===== src/design/jmsp_pkg.sv =====
// Shared types and constants for the JPEG marker segment parser.
`default_nettype none

package jmsp_pkg;

   // Parser phase
   typedef enum logic [3:0] {
      PH_START0,
      PH_START1,
      PH_MARK0,
      PH_MARK1,
      PH_LEN0,
      PH_LEN1,
      PH_PAYLOAD,
      PH_SCAN,
      PH_SCAN_FF,
      PH_DONE,
      PH_ERROR
   } phase_type;

   // Result kinds
   localparam logic [1:0] KIND_HEADER  = 2'd0;
   localparam logic [1:0] KIND_PAYLOAD = 2'd1;
   localparam logic [1:0] KIND_END     = 2'd2;
   localparam logic [1:0] KIND_ERROR   = 2'd3;

   // Error codes
   localparam logic [2:0] ERR_NONE        = 3'd0;
   localparam logic [2:0] ERR_BAD_START   = 3'd1;
   localparam logic [2:0] ERR_NOT_MARKER  = 3'd2;
   localparam logic [2:0] ERR_EARLY_EOI   = 3'd3;
   localparam logic [2:0] ERR_REPEAT_SOI  = 3'd4;
   localparam logic [2:0] ERR_BAD_LENGTH  = 3'd5;
   localparam logic [2:0] ERR_STRAY_SCAN  = 3'd6;

   // Byte values of interest
   localparam logic [7:0] BYTE_FF     = 8'hFF;
   localparam logic [7:0] BYTE_ZERO   = 8'h00;
   localparam logic [7:0] MARKER_SOI  = 8'hD8;
   localparam logic [7:0] MARKER_EOI  = 8'hD9;
   localparam logic [7:0] MARKER_SOS  = 8'hDA;
   localparam logic [3:0] APP_NIBBLE  = 4'hE;

   // Length field includes its own two bytes
   localparam logic [15:0] LEN_SELF   = 16'd2;

   // One result item
   typedef struct packed {
      logic [1:0]  kind;
      logic [7:0]  marker_code;
      logic [15:0] payload_length;
      logic [7:0]  payload_byte;
      logic        in_scan;
      logic [2:0]  error_code;
   } result_type;

endpackage

`default_nettype wire


===== src/design/jmsp_parse.sv =====
// Segment parser state machine: per-byte decision, state and result formation.
`default_nettype none

module jmsp_parse
   import jmsp_pkg::*;
(
   input  wire logic       clock,
   input  wire logic       reset,
   input  wire logic [7:0] data_byte,
   input  wire logic       step,
   output logic            has_result,
   output result_type      result
);

   phase_type   phase_ff, phase_in;
   logic [7:0]  marker_ff, marker_in;
   logic [15:0] bytes_ff, bytes_in;
   logic [7:0]  len_hi_ff, len_hi_in;
   logic        skip_ff, skip_in;
   logic [2:0]  err_ff, err_in;

   logic [15:0] seg_len;
   logic [15:0] bytes_dec;
   logic        len_bad;

   assign seg_len   = {len_hi_ff, data_byte};
   assign len_bad   = (seg_len <= LEN_SELF);
   assign bytes_dec = bytes_ff - 16'd1;

   // Next state
   always_comb begin
      phase_in  = phase_ff;
      marker_in = marker_ff;
      bytes_in  = bytes_ff;
      len_hi_in = len_hi_ff;
      skip_in   = skip_ff;
      err_in    = err_ff;
      case (phase_ff)
         PH_START0: begin
            if (data_byte != BYTE_FF) begin
               phase_in = PH_ERROR;
               err_in   = ERR_BAD_START;
            end else begin
               phase_in = PH_START1;
            end
         end
         PH_START1: begin
            if (data_byte != MARKER_SOI) begin
               phase_in = PH_ERROR;
               err_in   = ERR_BAD_START;
            end else begin
               phase_in = PH_MARK0;
            end
         end
         PH_MARK0: begin
            if (data_byte != BYTE_FF) begin
               phase_in = PH_ERROR;
               err_in   = ERR_NOT_MARKER;
            end else begin
               phase_in = PH_MARK1;
            end
         end
         PH_MARK1: begin
            if (data_byte == MARKER_EOI) begin
               phase_in = PH_ERROR;
               err_in   = ERR_EARLY_EOI;
            end else if (data_byte == MARKER_SOI) begin
               phase_in = PH_ERROR;
               err_in   = ERR_REPEAT_SOI;
            end else begin
               marker_in = data_byte;
               skip_in   = (data_byte[7:4] == APP_NIBBLE);
               phase_in  = PH_LEN0;
            end
         end
         PH_LEN0: begin
            len_hi_in = data_byte;
            phase_in  = PH_LEN1;
         end
         PH_LEN1: begin
            if (len_bad) begin
               phase_in = PH_ERROR;
               err_in   = ERR_BAD_LENGTH;
            end else begin
               bytes_in = seg_len - LEN_SELF;
               phase_in = PH_PAYLOAD;
            end
         end
         PH_PAYLOAD: begin
            bytes_in = bytes_dec;
            if (bytes_dec == 16'd0) begin
               phase_in = (marker_ff == MARKER_SOS) ? PH_SCAN : PH_MARK0;
            end
         end
         PH_SCAN: begin
            if (data_byte == BYTE_FF) begin
               phase_in = PH_SCAN_FF;
            end
         end
         PH_SCAN_FF: begin
            if (data_byte == BYTE_ZERO) begin
               phase_in = PH_SCAN;
            end else if (data_byte == MARKER_EOI) begin
               phase_in = PH_DONE;
            end else begin
               phase_in = PH_ERROR;
               err_in   = ERR_STRAY_SCAN;
            end
         end
         PH_DONE: begin
            phase_in = PH_DONE;
         end
         default: begin
            phase_in = PH_ERROR;
         end
      endcase
   end

   // Result for the current byte
   always_comb begin
      has_result = 1'b0;
      result     = '0;
      case (phase_ff)
         PH_START0, PH_START1, PH_MARK0, PH_MARK1, PH_LEN1, PH_SCAN_FF: begin
            // Any failure here shows as a move into the error phase
            if (phase_in == PH_ERROR) begin
               has_result        = 1'b1;
               result.kind       = KIND_ERROR;
               result.error_code = err_in;
            end else if (phase_ff == PH_LEN1) begin
               has_result            = !skip_ff;
               result.kind           = KIND_HEADER;
               result.marker_code    = marker_ff;
               result.payload_length = bytes_in;
            end else if (phase_ff == PH_SCAN_FF) begin
               has_result = 1'b1;
               if (phase_in == PH_DONE) begin
                  result.kind        = KIND_END;
                  result.marker_code = MARKER_EOI;
               end else begin
                  result.kind         = KIND_PAYLOAD;
                  result.marker_code  = marker_ff;
                  result.payload_byte = BYTE_FF;
                  result.in_scan      = 1'b1;
               end
            end
         end
         PH_PAYLOAD: begin
            has_result          = !skip_ff;
            result.kind         = KIND_PAYLOAD;
            result.marker_code  = marker_ff;
            result.payload_byte = data_byte;
         end
         PH_SCAN: begin
            has_result          = (data_byte != BYTE_FF);
            result.kind         = KIND_PAYLOAD;
            result.marker_code  = marker_ff;
            result.payload_byte = data_byte;
            result.in_scan      = 1'b1;
         end
         PH_LEN0, PH_DONE: begin
            has_result = 1'b0;
         end
         default: begin
            // Error phase repeats the sticky code
            has_result        = 1'b1;
            result.kind       = KIND_ERROR;
            result.error_code = err_ff;
         end
      endcase
   end

   // State registers
   always_ff @(posedge clock) begin
      if (reset) begin
         phase_ff  <= PH_START0;
         marker_ff <= 8'd0;
         bytes_ff  <= 16'd0;
         len_hi_ff <= 8'd0;
         skip_ff   <= 1'b0;
         err_ff    <= ERR_NONE;
      end else if (step) begin
         phase_ff  <= phase_in;
         marker_ff <= marker_in;
         bytes_ff  <= bytes_in;
         len_hi_ff <= len_hi_in;
         skip_ff   <= skip_in;
         err_ff    <= err_in;
      end
   end

`ifndef SYNTHESIS
   // Error phase always carries a real error code
   a_err_code_set: assert property (@(posedge clock) disable iff (reset)
      (phase_ff == PH_ERROR) |-> (err_ff != ERR_NONE))
      else $error("error phase with no error code");

   // Once in error, the parser never leaves it
   a_err_sticky: assert property (@(posedge clock) disable iff (reset)
      (phase_ff == PH_ERROR) |=> (phase_ff == PH_ERROR))
      else $error("left error phase without reset");

   // Payload counter never sits at zero while payload bytes are expected
   a_payload_count: assert property (@(posedge clock) disable iff (reset)
      (phase_ff == PH_PAYLOAD) |-> (bytes_ff != 16'd0))
      else $error("payload phase with zero bytes left");
`endif

endmodule

`default_nettype wire


===== src/design/jpeg_marker_segment_parser_top.sv =====
// Top level of the JPEG marker segment parser: input register, parser, result register.
// One file byte is accepted per cycle unless a held result stalls it, and each byte gives
// zero or one result. A byte waits in the input register, is parsed there by the segment
// state machine, and its result is loaded into the result register when the byte moves
// on. Bytes that give no result (start bytes, marker bytes, length high byte, APPn
// contents, the FF of a stuffed pair) move on even while a result waits, and a held result
// stalls only bytes that would produce one. Errors are sticky until reset; after end of
// image all bytes are taken and dropped.
`default_nettype none

module jpeg_marker_segment_parser_top
   import jmsp_pkg::*;
(
   input  wire logic        clock,
   input  wire logic        reset,
   input  wire logic        req_valid,
   output logic             req_ready,
   input  wire logic [7:0]  req_data_byte,
   output logic             rsp_valid,
   input  wire logic        rsp_ready,
   output logic [1:0]       rsp_kind,
   output logic [7:0]       rsp_marker_code,
   output logic [15:0]      rsp_payload_length,
   output logic [7:0]       rsp_payload_byte,
   output logic             rsp_in_scan,
   output logic [2:0]       rsp_error_code
);

   logic       in_valid_ff;
   logic [7:0] in_byte_ff;
   logic       out_valid_ff;
   result_type out_ff;

   logic       has_result;
   result_type result;
   logic       advance;
   logic       out_free;

   // Result slot can take a new result this cycle
   assign out_free  = !out_valid_ff || rsp_ready;
   assign advance   = in_valid_ff && (!has_result || out_free);
   assign req_ready = !in_valid_ff || advance;

   jmsp_parse u_parse (
      .clock      (clock),
      .reset      (reset),
      .data_byte  (in_byte_ff),
      .step       (advance),
      .has_result (has_result),
      .result     (result)
   );

   // Input register
   always_ff @(posedge clock) begin
      if (reset) begin
         in_valid_ff <= 1'b0;
      end else if (req_ready) begin
         in_valid_ff <= req_valid;
      end
   end

   always_ff @(posedge clock) begin
      if (req_ready && req_valid) begin
         in_byte_ff <= req_data_byte;
      end
   end

   // Result register
   always_ff @(posedge clock) begin
      if (reset) begin
         out_valid_ff <= 1'b0;
      end else if (out_free) begin
         out_valid_ff <= advance && has_result;
      end
   end

   always_ff @(posedge clock) begin
      if (out_free && advance && has_result) begin
         out_ff <= result;
      end
   end

   assign rsp_valid          = out_valid_ff;
   assign rsp_kind           = out_ff.kind;
   assign rsp_marker_code    = out_ff.marker_code;
   assign rsp_payload_length = out_ff.payload_length;
   assign rsp_payload_byte   = out_ff.payload_byte;
   assign rsp_in_scan        = out_ff.in_scan;
   assign rsp_error_code     = out_ff.error_code;

`ifndef SYNTHESIS
   // Error results always carry a code, other results never do
   a_err_code: assert property (@(posedge clock) disable iff (reset)
      out_valid_ff |-> ((out_ff.kind == KIND_ERROR) == (out_ff.error_code != ERR_NONE)))
      else $error("error code does not match result kind");

   // After an error result is delivered, any later result is an error too
   a_err_follow: assert property (@(posedge clock) disable iff (reset)
      (out_valid_ff && rsp_ready && (out_ff.kind == KIND_ERROR))
      |=> (!out_valid_ff || (out_ff.kind == KIND_ERROR)))
      else $error("non-error result after an error");

   // Scan flag only on payload results
   a_scan_kind: assert property (@(posedge clock) disable iff (reset)
      (out_valid_ff && out_ff.in_scan) |-> (out_ff.kind == KIND_PAYLOAD))
      else $error("scan flag on a non-payload result");

   // A parsed byte with a result never moves while the result slot is blocked
   a_no_overrun: assert property (@(posedge clock) disable iff (reset)
      (advance && has_result) |-> out_free)
      else $error("result register overrun");
`endif

endmodule

`default_nettype wire


===== config.mk =====
export PLATFORM = sky130hd
export DESIGN_NAME = jpeg_marker_segment_parser_top
export DESIGN_NICKNAME = d
export VERILOG_FILES = /design/src/design/jmsp_pkg.sv /design/src/design/jmsp_parse.sv /design/src/design/jpeg_marker_segment_parser_top.sv
export SDC_FILE = /design/constraint.sdc
export NUM_CORES = 1
export LEC_CHECK = 0
export ABC_AREA = 1
export BUFFER_PORTS_ARGS = -buffer_cell sky130_fd_sc_hd__clkbuf_2
export CAP_MARGIN = 20
export CORE_UTILIZATION = 41
export CTS_BUF_LIST = sky130_fd_sc_hd__clkbuf_8
export CTS_CLUSTER_DIAMETER = 200
export DETAILED_ROUTE_END_ITERATION = 10
export GPL_ROUTABILITY_DRIVEN = 1
export GPL_TIMING_DRIVEN = 1
export PLACE_DENSITY_LB_ADDON = 0.2
export SYNTH_ARGS = -nofsm -noshare
export SYNTH_HDL_FRONTEND = slang
export SYNTH_SLANG_ARGS = --single-unit

===== constraint.sdc =====
create_clock -name clock -period 2.9 [get_ports clock]
set_input_delay 0.145 -clock clock [delete_from_list [all_inputs] [get_ports clock]]
set_output_delay 0.145 -clock clock [all_outputs]
set_load 0.005 [all_outputs]

==> flow_metrics.py <==
metrics = {
    "yosys": {
        "syn_nets": 635,
        "register_bit_count_reported_by_yosys": 88,
        "netlist-cell-type-count": 49,
        "seq_area_frac_synth_pct": 46.23,
        "number_of_cells_produced_by_synthesis": 620,
        "post_synthesis_mean_instance_area_um2": 7.753,
        "area_of_the_mapped_netlist_mm2": 0.004807,
        "synthesis.yosys.warnings": 0,
    },
    "flow_run": {
        "cap_violations": 0,
    },
    "route": {
        "ratio_of_routed_vias_to_standard_cells": 5.191,
        "antenna_violating_nets_post_route": 0,
        "drt_pre_antenna_iters": 6,
        "wl_mm": 13.54,
        "routed_wire_length_per_instance_um": 15.84,
        "drt_iter0_drc": 198,
        "remaining_drc_errors": 0,
        "vias": 4438,
    },
    "power_and_ir_drop": {
        "pwr_density_cell_mw_per_mm2": 484.3,
        "peakVddDrop_mv": 0.2715,
        "leakage_nw": 2.556,
    },
    "critical_path": {
        "critical_path_buf_inv_count": 2,
        "arrival_ns": 2.60,
        "worst_setup_start_kind": "register",
        "critical_path.slowest_cell": "sky130_fd_sc_hd__dfxtp_1",
        "crit_path_max_incr_delay_ns": 0.38,
        "cp_cell_sequence": "nor2_1 > nand2_1 > nor2_1 > xor2_1 > nor2_1 > nand2_1 > nor2_2 > nand3_2 > nand4_4 > o21bai_4 > nand3_1 > buf_4 > clkbuf_2",
        "crit_family": "simple AND/OR/NAND/NOR gates",
        "cpMostUsedCell": "sky130_fd_sc_hd__nor2_1",
        "worst_setup_path_end_kind": "output port",
        "crit_fanout": 6,
        "critical_path_required_ns": 2.76,
        "crit_type": "register to output port",
    },
    "timing": {
        "setup_viol_count_final": 0,
        "worst_pin_slew_ns": 0.5959,
        "finalWorstPathRequiredPeriod_ns": 2.740,
        "final.setup.tns_ns": 0,
        "fmax_mhz": 364.9,
        "report.final.slew_viol_count": 0,
        "slew-limit-headroom_pct": 60.18,
        "holdWs_ns": 0.07526,
        "timing.clock.skew_ns": 0.01612,
        "hold_viol_final": 0,
        "unrepaired_setup_endpoints_after_global_routing": "true",
        "finalWorstSetupSlack_ns": 0.1597,
        "layout_worst_path_cycle_share_pct": 94.49,
    },
    "die": {
        "boundaryPins": 52,
        "placeableCoreArea_mm2": 0.01142,
        "fp.dieArea_mm2": 0.01216,
        "floorplan.initialDensity_pct": 42.10,
        "die_height_um": 110.3,
        "site_rows": 39,
        "die-width_um": 110.3,
    },
    "place": {
        "placement.io_buffers": 51,
        "place.gp.congestion": 0.9146,
        "setup_slack_after_placement_ns": 0.03053,
        "hpwl_after_detailed_placement_mm": 9.895,
        "placed_area_mm2": 0.005340,
    },
    "status": {
        "outcome": "finished, final reports clean",
    },
    "grt": {
        "pin_count_of_the_biggest_net_entering_global_routing": 28,
        "grt_pass1_wl_mm": 21.74,
        "grt_remaining_overflow": 0,
        "gr_usage_total_pct": 24.22,
        "antenna_found_initial": 0,
        "first_global_vias": 4139,
    },
    "finish": {
        "insertedDiodeCount": 0,
        "numnets_final": 722,
        "postLayoutCoreUtil_pct": 50.12,
        "layout.cell_area.non_filler_mm2": 0.005723,
        "area_growth_pct": 19.05,
        "drive_above_1_share_pct": 20.22,
    },
    "cts": {
        "clk_latency_ns": 0.37,
        "cts_buffer_depth": 2,
        "cts_sinks": 88,
        "tritoncts": "done",
        "clock_tree.root_cell": "sky130_fd_sc_hd__clkbuf_8",
        "cts_inserted_buffers": 9,
        "htreeDepth": 3,
        "clk_pin_slew_ns": 0.10,
    },
    "worst_hold_path": {
        "worst_hold_path_type": "input port to register",
    },
}
==> final timing paths <==
path | startpoint | end | slack [ns] | cells after the start
max | u_parse.bytes_ff[3] | req_ready | 0.16 | 13
min | reset | u_parse.phase_ff[2] | 0.08 | 2
max reg2reg | u_parse.bytes_ff[0] | in_byte_ff[5] | 0.20 | 15
min reg2reg | u_parse.err_ff[0] | u_parse.err_ff[0] | 0.49 | 2
==> power breakdown <==
group          total (mW)  switching, mW  internal, mW
Sequential           1.42         0.0490          1.37
Combinational       0.483          0.298         0.184
Clock               0.872          0.472         0.400
Total                2.77          0.819          1.95
==> timing repair <==
| item | 4_1_cts | 5_1_grt |
|---|---|---|
| hold buffers | 8 | 0 |
| buffers inserted | 1 | 8 |
| setup endpoints to repair | 1 | 80 |
| gates resized for setup | 0 | 12 |
| pin swaps | 1 | 1 |
| hold endpoints to repair | 8 | 0 |
==> final cells by class <==
| cell class | count | area (um^2) |
|---|---|---|
| multi-input combinational | 440 | 2241 |
| sequential | 88 | 2222 |
| fill | 1168 | 5695 |
| inverter | 79 | 300.3 |
| clock inverter | 7 | 71.32 |
| timing repair buffer | 89 | 585.6 |
| clock buffer | 9 | 123.9 |
| tap | 143 | 178.9 |
==> registers in the layout, indices dropped and copies added, names as in the netlist, 2 cells and up <==
| register | count |
|---|---|
| in_byte_ff | 8 |
| rsp_error_code | 3 |
| rsp_payload_byte | 8 |
| u_parse.marker_ff | 8 |
| u_parse.err_ff | 3 |
| u_parse.len_hi_ff | 8 |
| rsp_marker_code | 8 |
| rsp_kind | 2 |
| u_parse.bytes_ff | 16 |
| rsp_payload_length | 16 |
| u_parse.phase_ff | 4 |
==> per-layer routing <==
layer / up-vias / wire (um) / GRT usage (%)
met1: 2058 / 6192 / 31.82
met2: 142 / 6269 / 39.22
met3: 29 / 648 / 3.821
met5: - / 0 / 0
li1: 2209 / - / -
met4: 0 / 428 / 10.90
==> Yosys cell counts, drive strengths merged <==
library cell / count / area share, %
a221o: 8 / 1.7
o22ai: 2 / 0.26
a41oi: 1 / 0.18
nor4: 1 / 0.13
a211o: 1 / 0.18
and2: 2 / 0.26
a221oi: 2 / 0.36
o311ai: 2 / 0.36
o221ai: 1 / 0.18
nand2: 124 / 10
nand4: 9 / 1.5
buf: 8 / 1.5
clkbuf: 5 / 0.39
o21ai: 44 / 4.7
xor2: 5 / 0.91
nor2: 155 / 13
or2: 1 / 0.13
o21bai: 2 / 0.55
xnor2: 1 / 0.18
inv: 78 / 6.1
dfxtp: 42 / 17
a21oi: 33 / 3.7
clkinv: 1 / 0.078
nand3b: 3 / 0.47
nand3: 23 / 3.3
edfxtp: 46 / 29
nor3: 12 / 1.8
ha: 3 / 0.78
o2111ai: 2 / 0.36
nor4b: 1 / 0.18
o21a: 1 / 0.16
a22oi: 1 / 0.16
==> through the flow <==
step           power [mW]  cells
3_5_place_dp        1.893    822
3_3_place_gp        1.893    822
2_1_floorplan       1.749    620
4_1_cts             2.777    847
6_report            2.772    855
5_1_grt             2.901    855
==> layout by cell type (no fill, tap or decap), types with 9 or more instances in the layout <==
cell                       count
sky130_fd_sc_hd__edfxtp_1     46
sky130_fd_sc_hd__nor2_2       10
sky130_fd_sc_hd__dfxtp_1      42
sky130_fd_sc_hd__a21oi_1      31
sky130_fd_sc_hd__buf_4        28
sky130_fd_sc_hd__clkbuf_8      9
sky130_fd_sc_hd__nor2_1      140
sky130_fd_sc_hd__nand2_1     118
sky130_fd_sc_hd__o21ai_0      36
sky130_fd_sc_hd__nand3_1      17
sky130_fd_sc_hd__inv_1        70
sky130_fd_sc_hd__clkbuf_2     51
==> kinds of logic (layout without fill, tap and decap cells) <==
kind of cell,after synthesis,count (layout),share of synthesized area [%]
AO/OA/AOI/OAI,100,100,12.83
XOR/XNOR,6,6,1.093
adder cells (fa/ha/maj),3,3,0.7809
buffers and inverters,92,184,8.095
flip-flops,88,88,46.23
AND/OR/NAND/NOR,331,331,30.97
Note: power is estimated with default switching activity, not from simulation.
